===== src/biquad_lowpass_filter_top_macros.svh =====
// Assertion macros for the biquad low-pass filter.
`ifndef BIQUAD_LOWPASS_FILTER_TOP_MACROS_SVH
`define BIQUAD_LOWPASS_FILTER_TOP_MACROS_SVH

`ifndef SYNTHESIS

// Same-cycle implication, disabled during reset
`define BLPF_ASSERT_IMPL(lbl, clk, rst, ante, cons) \
   lbl: assert property (@(posedge clk) disable iff (rst) (ante) |-> (cons)) \
      else $error("%m: assertion failed");

// Next-cycle implication, disabled during reset
`define BLPF_ASSERT_NEXT(lbl, clk, rst, ante, cons) \
   lbl: assert property (@(posedge clk) disable iff (rst) (ante) |=> (cons)) \
      else $error("%m: assertion failed");

`else

`define BLPF_ASSERT_IMPL(lbl, clk, rst, ante, cons)

`define BLPF_ASSERT_NEXT(lbl, clk, rst, ante, cons)

`endif

`endif


===== src/blpf_pkg.sv =====
// Shared types and constants for the biquad low-pass filter.
package blpf_pkg;

   // Control register index
   localparam int CSR_INDEX_W = 2;

   typedef enum logic [CSR_INDEX_W-1:0] {
      CSR_COEF_B0 = 2'd0,
      CSR_COEF_A1 = 2'd1,
      CSR_COEF_A2 = 2'd2,
      CSR_BYPASS  = 2'd3
   } csr_index_type;

endpackage


===== src/blpf_csr.sv =====
// Control registers: coefficients b0, a1, a2 and the bypass flag.
module blpf_csr #(
   parameter int COEF_FRAC_BITS = 16
) (
   input  logic                                clock,
   input  logic                                reset,
   input  logic                                csr_write_en,
   input  logic [blpf_pkg::CSR_INDEX_W-1:0]    csr_index,
   input  logic [COEF_FRAC_BITS+1:0]           csr_wdata,
   output logic [COEF_FRAC_BITS:0]             coef_b0,
   output logic signed [COEF_FRAC_BITS+1:0]    coef_a1,
   output logic signed [COEF_FRAC_BITS+1:0]    coef_a2,
   output logic                                bypass
);
   import blpf_pkg::*;

   logic [COEF_FRAC_BITS:0]          b0_ff, b0_in;
   logic signed [COEF_FRAC_BITS+1:0] a1_ff, a1_in;
   logic signed [COEF_FRAC_BITS+1:0] a2_ff, a2_in;
   logic                             bypass_ff, bypass_in;
   csr_index_type                    index;

   assign index = csr_index_type'(csr_index);

   // write decode; upper data bits beyond a register's width are dropped
   always_comb begin
      b0_in     = b0_ff;
      a1_in     = a1_ff;
      a2_in     = a2_ff;
      bypass_in = bypass_ff;
      if (csr_write_en) begin
         unique case (index)
            CSR_COEF_B0: b0_in     = csr_wdata[COEF_FRAC_BITS:0];
            CSR_COEF_A1: a1_in     = $signed(csr_wdata);
            CSR_COEF_A2: a2_in     = $signed(csr_wdata);
            CSR_BYPASS:  bypass_in = csr_wdata[0];
         endcase
      end
   end

   always_ff @(posedge clock) begin
      if (reset) begin
         b0_ff     <= '0;
         a1_ff     <= '0;
         a2_ff     <= '0;
         bypass_ff <= 1'b1;
      end else begin
         b0_ff     <= b0_in;
         a1_ff     <= a1_in;
         a2_ff     <= a2_in;
         bypass_ff <= bypass_in;
      end
   end

   assign coef_b0 = b0_ff;
   assign coef_a1 = a1_ff;
   assign coef_a2 = a2_ff;
   assign bypass  = bypass_ff;

endmodule


===== src/blpf_datapath.sv =====
// Biquad arithmetic: multiply-accumulate, round half up, saturate.
module blpf_datapath #(
   parameter int SAMPLE_BITS    = 16,
   parameter int COEF_FRAC_BITS = 16
) (
   input  logic signed [SAMPLE_BITS-1:0]      x,
   input  logic signed [SAMPLE_BITS-1:0]      x1,
   input  logic signed [SAMPLE_BITS-1:0]      x2,
   input  logic signed [SAMPLE_BITS-1:0]      y1,
   input  logic signed [SAMPLE_BITS-1:0]      y2,
   input  logic [COEF_FRAC_BITS:0]            coef_b0,
   input  logic signed [COEF_FRAC_BITS+1:0]   coef_a1,
   input  logic signed [COEF_FRAC_BITS+1:0]   coef_a2,
   output logic signed [SAMPLE_BITS-1:0]      y
);
   import blpf_pkg::*;

   // Full-precision sum fits in C+S+4 bits; beyond 64 bits it wraps at 64.
   localparam int FULL_W = SAMPLE_BITS + COEF_FRAC_BITS + 4;
   localparam int ACC_W  = (FULL_W > 64) ? 64 : FULL_W;
   localparam int SUM_W  = SAMPLE_BITS + 2;
   localparam logic signed [ACC_W-1:0] ROUND_BIAS =
      ACC_W'(64'sd1 <<< (COEF_FRAC_BITS - 1));

   logic signed [SUM_W-1:0]  x_w, x1_w, x2_w, ff_sum;
   logic signed [ACC_W-1:0]  b0_ext, sum_ext, a1_ext, a2_ext, y1_ext, y2_ext;
   logic signed [ACC_W-1:0]  prod_b, prod_a1, prod_a2, acc, shifted;
   logic                     fits;

   // b1 = 2*b0 and b2 = b0, so the feedforward taps share one multiply
   assign x_w    = SUM_W'(x);
   assign x1_w   = SUM_W'(x1);
   assign x2_w   = SUM_W'(x2);
   assign ff_sum = x_w + (x1_w <<< 1) + x2_w;

   assign b0_ext  = $signed({{(ACC_W-COEF_FRAC_BITS-1){1'b0}}, coef_b0});
   assign sum_ext = ACC_W'(ff_sum);
   assign a1_ext  = ACC_W'(coef_a1);
   assign a2_ext  = ACC_W'(coef_a2);
   assign y1_ext  = ACC_W'(y1);
   assign y2_ext  = ACC_W'(y2);

   assign prod_b  = b0_ext * sum_ext;
   assign prod_a1 = a1_ext * y1_ext;
   assign prod_a2 = a2_ext * y2_ext;

   // accumulate with rounding bias, then floor shift
   assign acc     = prod_b - prod_a1 - prod_a2 + ROUND_BIAS;
   assign shifted = acc >>> COEF_FRAC_BITS;

   // in range when all bits from the output sign bit up agree
   assign fits = (&shifted[ACC_W-1:SAMPLE_BITS-1]) || !(|shifted[ACC_W-1:SAMPLE_BITS-1]);

   always_comb begin
      if (fits) begin
         y = shifted[SAMPLE_BITS-1:0];
      end else begin
         y = {shifted[ACC_W-1], {(SAMPLE_BITS-1){~shifted[ACC_W-1]}}};
      end
   end

endmodule


===== src/biquad_lowpass_filter_top.sv =====
// Biquad low-pass filter: handshake stages, sample history and datapath.
//
// Direct-form-I second-order low-pass filter. Throughput is one sample per
// clock while rsp_ready does not hold results back; a result becomes valid
// after passing the input register and then the result register. In the
// feedback loop, the datapath reads the output history that the previous
// sample wrote at the same edge that loaded its result. The first
// sample after reset primes all history with itself and passes through;
// after that the bypass register passes samples through without touching
// the history. Coefficients are fixed point with COEF_FRAC_BITS fraction
// bits: b0 unsigned, a1 and a2 signed; b1 = 2*b0 and b2 = b0 are formed
// internally. Write the control registers only while no request is in flight.
module biquad_lowpass_filter_top #(
   parameter int SAMPLE_BITS    = 16,
   parameter int COEF_FRAC_BITS = 16
) (
   input  logic                              clock,
   input  logic                              reset,
   input  logic                              req_valid,
   output logic                              req_ready,
   input  logic signed [SAMPLE_BITS-1:0]     req_sample_in,
   output logic                              rsp_valid,
   input  logic                              rsp_ready,
   output logic signed [SAMPLE_BITS-1:0]     rsp_sample_out,
   input  logic                              csr_write_en,
   input  logic [blpf_pkg::CSR_INDEX_W-1:0]  csr_index,
   input  logic [COEF_FRAC_BITS+1:0]         csr_wdata
);
   import blpf_pkg::*;

`include "biquad_lowpass_filter_top_macros.svh"

   logic [COEF_FRAC_BITS:0]          coef_b0;
   logic signed [COEF_FRAC_BITS+1:0] coef_a1, coef_a2;
   logic                             bypass;

   logic                         in_valid_ff, in_valid_in;
   logic signed [SAMPLE_BITS-1:0] x_ff, x_in;
   logic                         out_valid_ff, out_valid_in;
   logic signed [SAMPLE_BITS-1:0] out_ff, out_in;
   logic                         primed_ff, primed_in;
   logic signed [SAMPLE_BITS-1:0] prev_in_1_ff, prev_in_1_in, prev_in_2_ff, prev_in_2_in;
   logic signed [SAMPLE_BITS-1:0] prev_out_1_ff, prev_out_1_in;
   logic signed [SAMPLE_BITS-1:0] prev_out_2_ff, prev_out_2_in;
   logic signed [SAMPLE_BITS-1:0] filt_y;
   logic                         adv, req_fire;

   blpf_csr #(
      .COEF_FRAC_BITS(COEF_FRAC_BITS)
   ) u_csr (
      .clock        (clock),
      .reset        (reset),
      .csr_write_en (csr_write_en),
      .csr_index    (csr_index),
      .csr_wdata    (csr_wdata),
      .coef_b0      (coef_b0),
      .coef_a1      (coef_a1),
      .coef_a2      (coef_a2),
      .bypass       (bypass)
   );

   blpf_datapath #(
      .SAMPLE_BITS    (SAMPLE_BITS),
      .COEF_FRAC_BITS (COEF_FRAC_BITS)
   ) u_datapath (
      .x       (x_ff),
      .x1      (prev_in_1_ff),
      .x2      (prev_in_2_ff),
      .y1      (prev_out_1_ff),
      .y2      (prev_out_2_ff),
      .coef_b0 (coef_b0),
      .coef_a1 (coef_a1),
      .coef_a2 (coef_a2),
      .y       (filt_y)
   );

   // stage handshake: compute fires when the result register is free or draining
   assign adv       = in_valid_ff && (!out_valid_ff || rsp_ready);
   assign req_ready = !in_valid_ff || adv;
   assign req_fire  = req_valid && req_ready;

   // input register
   always_comb begin
      x_in = x_ff;
      if (req_fire) begin
         x_in = req_sample_in;
      end
      if (req_fire) begin
         in_valid_in = 1'b1;
      end else if (adv) begin
         in_valid_in = 1'b0;
      end else begin
         in_valid_in = in_valid_ff;
      end
   end

   // result select and history update
   always_comb begin
      out_in        = out_ff;
      primed_in     = primed_ff;
      prev_in_1_in  = prev_in_1_ff;
      prev_in_2_in  = prev_in_2_ff;
      prev_out_1_in = prev_out_1_ff;
      prev_out_2_in = prev_out_2_ff;
      if (adv) begin
         priority if (!primed_ff) begin
            out_in        = x_ff;
            primed_in     = 1'b1;
            prev_in_1_in  = x_ff;
            prev_in_2_in  = x_ff;
            prev_out_1_in = x_ff;
            prev_out_2_in = x_ff;
         end else if (bypass) begin
            out_in = x_ff;
         end else begin
            out_in        = filt_y;
            prev_in_1_in  = x_ff;
            prev_in_2_in  = prev_in_1_ff;
            prev_out_1_in = filt_y;
            prev_out_2_in = prev_out_1_ff;
         end
      end
      if (adv) begin
         out_valid_in = 1'b1;
      end else if (rsp_ready) begin
         out_valid_in = 1'b0;
      end else begin
         out_valid_in = out_valid_ff;
      end
   end

   // control and history registers
   always_ff @(posedge clock) begin
      if (reset) begin
         in_valid_ff   <= 1'b0;
         out_valid_ff  <= 1'b0;
         primed_ff     <= 1'b0;
         prev_in_1_ff  <= '0;
         prev_in_2_ff  <= '0;
         prev_out_1_ff <= '0;
         prev_out_2_ff <= '0;
      end else begin
         in_valid_ff   <= in_valid_in;
         out_valid_ff  <= out_valid_in;
         primed_ff     <= primed_in;
         prev_in_1_ff  <= prev_in_1_in;
         prev_in_2_ff  <= prev_in_2_in;
         prev_out_1_ff <= prev_out_1_in;
         prev_out_2_ff <= prev_out_2_in;
      end
   end

   // payload registers
   always_ff @(posedge clock) begin
      x_ff   <= x_in;
      out_ff <= out_in;
   end

   assign rsp_valid      = out_valid_ff;
   assign rsp_sample_out = out_ff;

   // checks
   `BLPF_ASSERT_NEXT(a_prime_sets, clock, reset, adv && !primed_ff, primed_ff && rsp_valid)
   `BLPF_ASSERT_NEXT(a_bypass_pass, clock, reset, adv && primed_ff && bypass, rsp_sample_out == $past(x_ff) && prev_in_1_ff == $past(prev_in_1_ff))
   `BLPF_ASSERT_NEXT(a_hist_shift, clock, reset, adv && primed_ff && !bypass, prev_in_1_ff == $past(x_ff) && prev_out_1_ff == rsp_sample_out)
   `BLPF_ASSERT_IMPL(a_stall_cause, clock, reset, !req_ready, in_valid_ff && rsp_valid && !rsp_ready)

endmodule


===== config.mk =====
export PLATFORM = sky130hd
export DESIGN_NAME = biquad_lowpass_filter_top
export DESIGN_NICKNAME = d
export VERILOG_FILES = /design/src/blpf_pkg.sv /design/src/blpf_csr.sv /design/src/blpf_datapath.sv /design/src/biquad_lowpass_filter_top.sv
export VERILOG_INCLUDE_DIRS = /design/src /design/src/src
export SDC_FILE = /design/constraint.sdc
export NUM_CORES = 2
export LEC_CHECK = 0
export BUFFER_PORTS_ARGS = -buffer_cell sky130_fd_sc_hd__buf_2
export CAP_MARGIN = 20
export CORE_MARGIN = 4
export CORE_UTILIZATION = 64
export CTS_BUF_LIST = sky130_fd_sc_hd__clkbuf_2
export DETAILED_ROUTE_END_ITERATION = 12
export MAX_ROUTING_LAYER = met4
export PLACE_DENSITY = 0.82
export SLEW_MARGIN = 40
export SYNTH_ARGS = -nofsm -noshare
export SYNTH_HDL_FRONTEND = slang
export SYNTH_SLANG_ARGS = --single-unit
export TNS_END_PERCENT = 5

===== constraint.sdc =====
create_clock -name clock -period 13.9 [get_ports clock]
set_clock_uncertainty 0.05 [all_clocks]
set_input_delay 1.39 -clock clock [delete_from_list [all_inputs] [get_ports clock]]
set_output_delay 1.39 -clock clock [all_outputs]
set_load 0.03 [all_outputs]

==> key figures <==
Cells and area
  • Layout Cells excl Fill: 5327
  • Leading cell type in the layout, fill and taps excluded: inv_1
  • Final instance area: 0.0422 mm^2
  • Most frequent cells in the layout: inv_1, fa_1, nand2_1
  • Fraction of layout cells with a size suffix above 1: 0.0536
  • Layout Area Growth over Synthesis: 3.96%
  • Nets: 5769

GRT
  • Largest net degree at the start of global routing: 66
  • GRT overflow: 0
  • GRT Overall Usage: 0.345
  • Initial antenna violation count: 6
  • Vias in the first global route: 32676
  • First-pass GRT wire length: 176 mm

Worst setup path
  • CP Max Fanout: 17
  • Reg2reg start: u_csr.coef_a1[4]$_SDFFE_PP0P_
  • CP arrival: ~14000 ps
  • Crit Reg-Reg Endpoint: rsp_sample_out[8]$_DFFE_PP_
  • Crit end category: flip-flop
  • Critical path depth in cells: 40
  • WP buf/inv: 6
  • Max incr delay on CP: 990 ps
  • Setup crit end: rsp_sample_out[8]$_DFFE_PP_
  • Setup CP Type: reg -> reg
  • Worst Path Required: 14640 ps
  • Reg-to-reg slack, setup: 620 ps
  • FF-to-FF path depth: 40
  • CP dominant cell by count: fa_1
  • Startpoint Class: flip-flop
  • CP delay by family, top: adder cells
  • Critical Path Start: u_csr.coef_a1[4]$_SDFFE_PP0P_
  • CP max stage cell: dfxtp_1

Placement
  • GPL Wtd Cong: 1.03
  • Area post-placement: 0.0419 mm^2
  • Buffers on Ports: 58
  • Detailed placer's ending HPWL: between 80 and 90 mm
  • Placed cells: 5290

Clock network
  • CTS tree: yes
  • Sink Count: 153
  • Root Driver: clkbuf_2
  • Worst-Skew Late Latency: 960 ps
  • H-tree depth: 4
  • CTS buffer count: 17
  • Max Root-Sink Buffers: 2
  • Setup Buffers After CTS: 0
  • Clk slew on worst S/H paths: approximately 280 ps

STA
  • Fin crit period: 13280 ps
  • Slew Viols, Final: 0
  • Max Clock Freq: 75.3 MHz
  • Least-Margin Pin Slew: 994 ps
  • Final worst-path cycle share: 0.955
  • Post-route setup TNS: 0 ps
  • Fin. Hold Viols: 0
  • Setup violations, final: 0
  • Max-slew headroom: 0.333
  • RSZ-0062 raised after global routing: false
  • Worst hold slack: about 440 ps

Power
  • Power Dens Cells: 190 mW/mm^2
  • VDD IR max: ~0.6 mV
  • Leak: 0.0204 uW

Floorplan
  • Starting density of the core: 0.645
  • Ports: 59
  • DIE HEIGHT: 260 um
  • DIE AREA: about 0.068 mm^2
  • Die width: 260 um
  • Core Area: 0.0630 mm^2
  • Row cnt: 92

Synthesis
  • Post-synth EDFFs: 32
  • Area contributors post-synth: fa_1, ha_1, inv_1
  • Cells after Synth: 4505
  • Post-synthesis async set-or-reset flop share: 0
  • Post-synth cell types: 72
  • Seq/Total Area, Yosys: 0.0833
  • #FFs+latches synth: 153
  • Post-synth top area cell: fa_1
  • Synth top area share: 0.444
  • Synth warn: 0
  • Net Count, Synth: slightly below 6000
  • Synth Area per Inst: 9.02 um^2
  • Primary FF master, synth: dfxtp_1
  • Post-Syn Area: 0.0406 mm^2

Drt
  • Via count: 30183
  • First-pass DRT Iterations: 7
  • Routed length per instance: 20.1 um
  • # DRC: 0
  • Final WL: 107 mm
  • Via/cell ratio: 5.67
  • Drt initial violations: 2267
  • Post-route ant nets: 0

Hold path
  • Worst hold path depth: 2
  • HP Class: reg -> reg

Flow run
  • Max Cap Violations: 0

Status
  • Status: complete, no violations
==> state kept, by name (all words and copies together), names as in the netlist <==
signal	cells
in_valid_ff	1
prev_in_1_ff	16
prev_in_2_ff	16
prev_out_1_ff	16
prev_out_2_ff	16
primed_ff	1
rsp_sample_out	16
rsp_valid	1
u_csr.bypass	1
u_csr.coef_a1	18
u_csr.coef_a2	18
u_csr.coef_b0	17
x_ff	16
==> cells in the mapped netlist, types with 11 or more instances <==
master,n
nand3_1,16
a21oi_1,144
nor3_1,19
a31oi_1,11
dfxtp_1,121
nand2_1,676
nor2b_1,13
fa_1,900
ha_1,365
xnor2_1,76
a211oi_1,43
clkbuf_1,178
a21o_1,40
edfxtp_1,32
o21ai_1,15
nand2b_1,38
xor2_1,40
o21bai_1,15
and2_1,382
inv_1,1040
buf_1,11
o21ai_0,62
o21a_1,13
nor2_1,130
==> cell families after synthesis <==
logic type / count (synthesis) / synth area share
and+or+nand+nor: 1321 / 0.154
xor gates and xnor gates: 116 / 0.0250
muxes: 3 / 0.000770
DFF: 153 / 0.0833
buffers and inverters: 1234 / 0.114
AOI/OAI and AO/OA: 413 / 0.0664
adders and majority gates: 1265 / 0.556
==> worst min path at each step <==
stage                                     end                            from  slack (ps)
4_1_cts                     x_ff[0]$_DFFE_PP_                req_sample_in[0]         430
3_5_place_dp   u_csr.coef_a2[15]$_SDFFE_PP0P_  u_csr.coef_a2[15]$_SDFFE_PP0P_         430
6_report        prev_in_2_ff[15]$_SDFFE_PP0P_   prev_in_1_ff[15]$_SDFFE_PP0P_         440
5_1_grt                     x_ff[0]$_DFFE_PP_                req_sample_in[0]         420
3_3_place_gp   u_csr.coef_a2[15]$_SDFFE_PP0P_  u_csr.coef_a2[15]$_SDFFE_PP0P_         430
2_1_floorplan  prev_out_2_ff[14]$_SDFFE_PP0P_  prev_out_1_ff[14]$_SDFFE_PP0P_         400
==> final cells by class <==
class	instances	area, um^2
multi-input cells	3118	32700
repair buffers	131	848
inverters	1042	3910
fillers	4909	20700
flip-flops and latches	153	3400
well taps	846	1060
diodes	5	12.5
clock buffers	18	90.1
clock inverters	14	161
==> metal layers <==
layer | global-route usage | up-vias | wire [um]
li1 | - | 13311 | -
met4 | 0.150 | 0 | 5760
met2 | 0.548 | 1289 | 51200
met1 | 0.438 | 15273 | 40800
met3 | 0.0621 | 310 | 9090
met5 | - | - | 0
==> metrics by stage <==
stage | util | power [uW] | setup WS (ps)
floorplan | - | 5550 | 1890
global placement | 0.665 | 7430 | 854
detailed placement | 0.666 | 7550 | 750
CTS | 0.670 | 7890 | 643
global route | 0.671 | 8740 | 57.3
finish | 0.671 | 8010 | 623
==> tightest hold or removal path: cells and delay by family, from the launching register on <==
family	cells	cell delay, ps
DFF	1	390
AOI/OAI and AO/OA	1	70
and+or+nand+nor	1	60
==> where the power goes <==
part | leakage (uW) | internal, uW | total, uW | switching, uW
clock network | 0.000156 | 89.9 | 296 | 207
logic | 0.0189 | 2510 | 7150 | 4640
registers | 0.00130 | 483 | 568 | 84.3
total | 0.0204 | 3080 | 8010 | 4940
==> repair_timing <==
item	4_1_cts	5_1_grt
hold buffers	0	0
endpoints found under the hold margin	0	0
setup endpoints to repair	0	10
resized for setup	0	6
(Power assumes the default switching activity.)
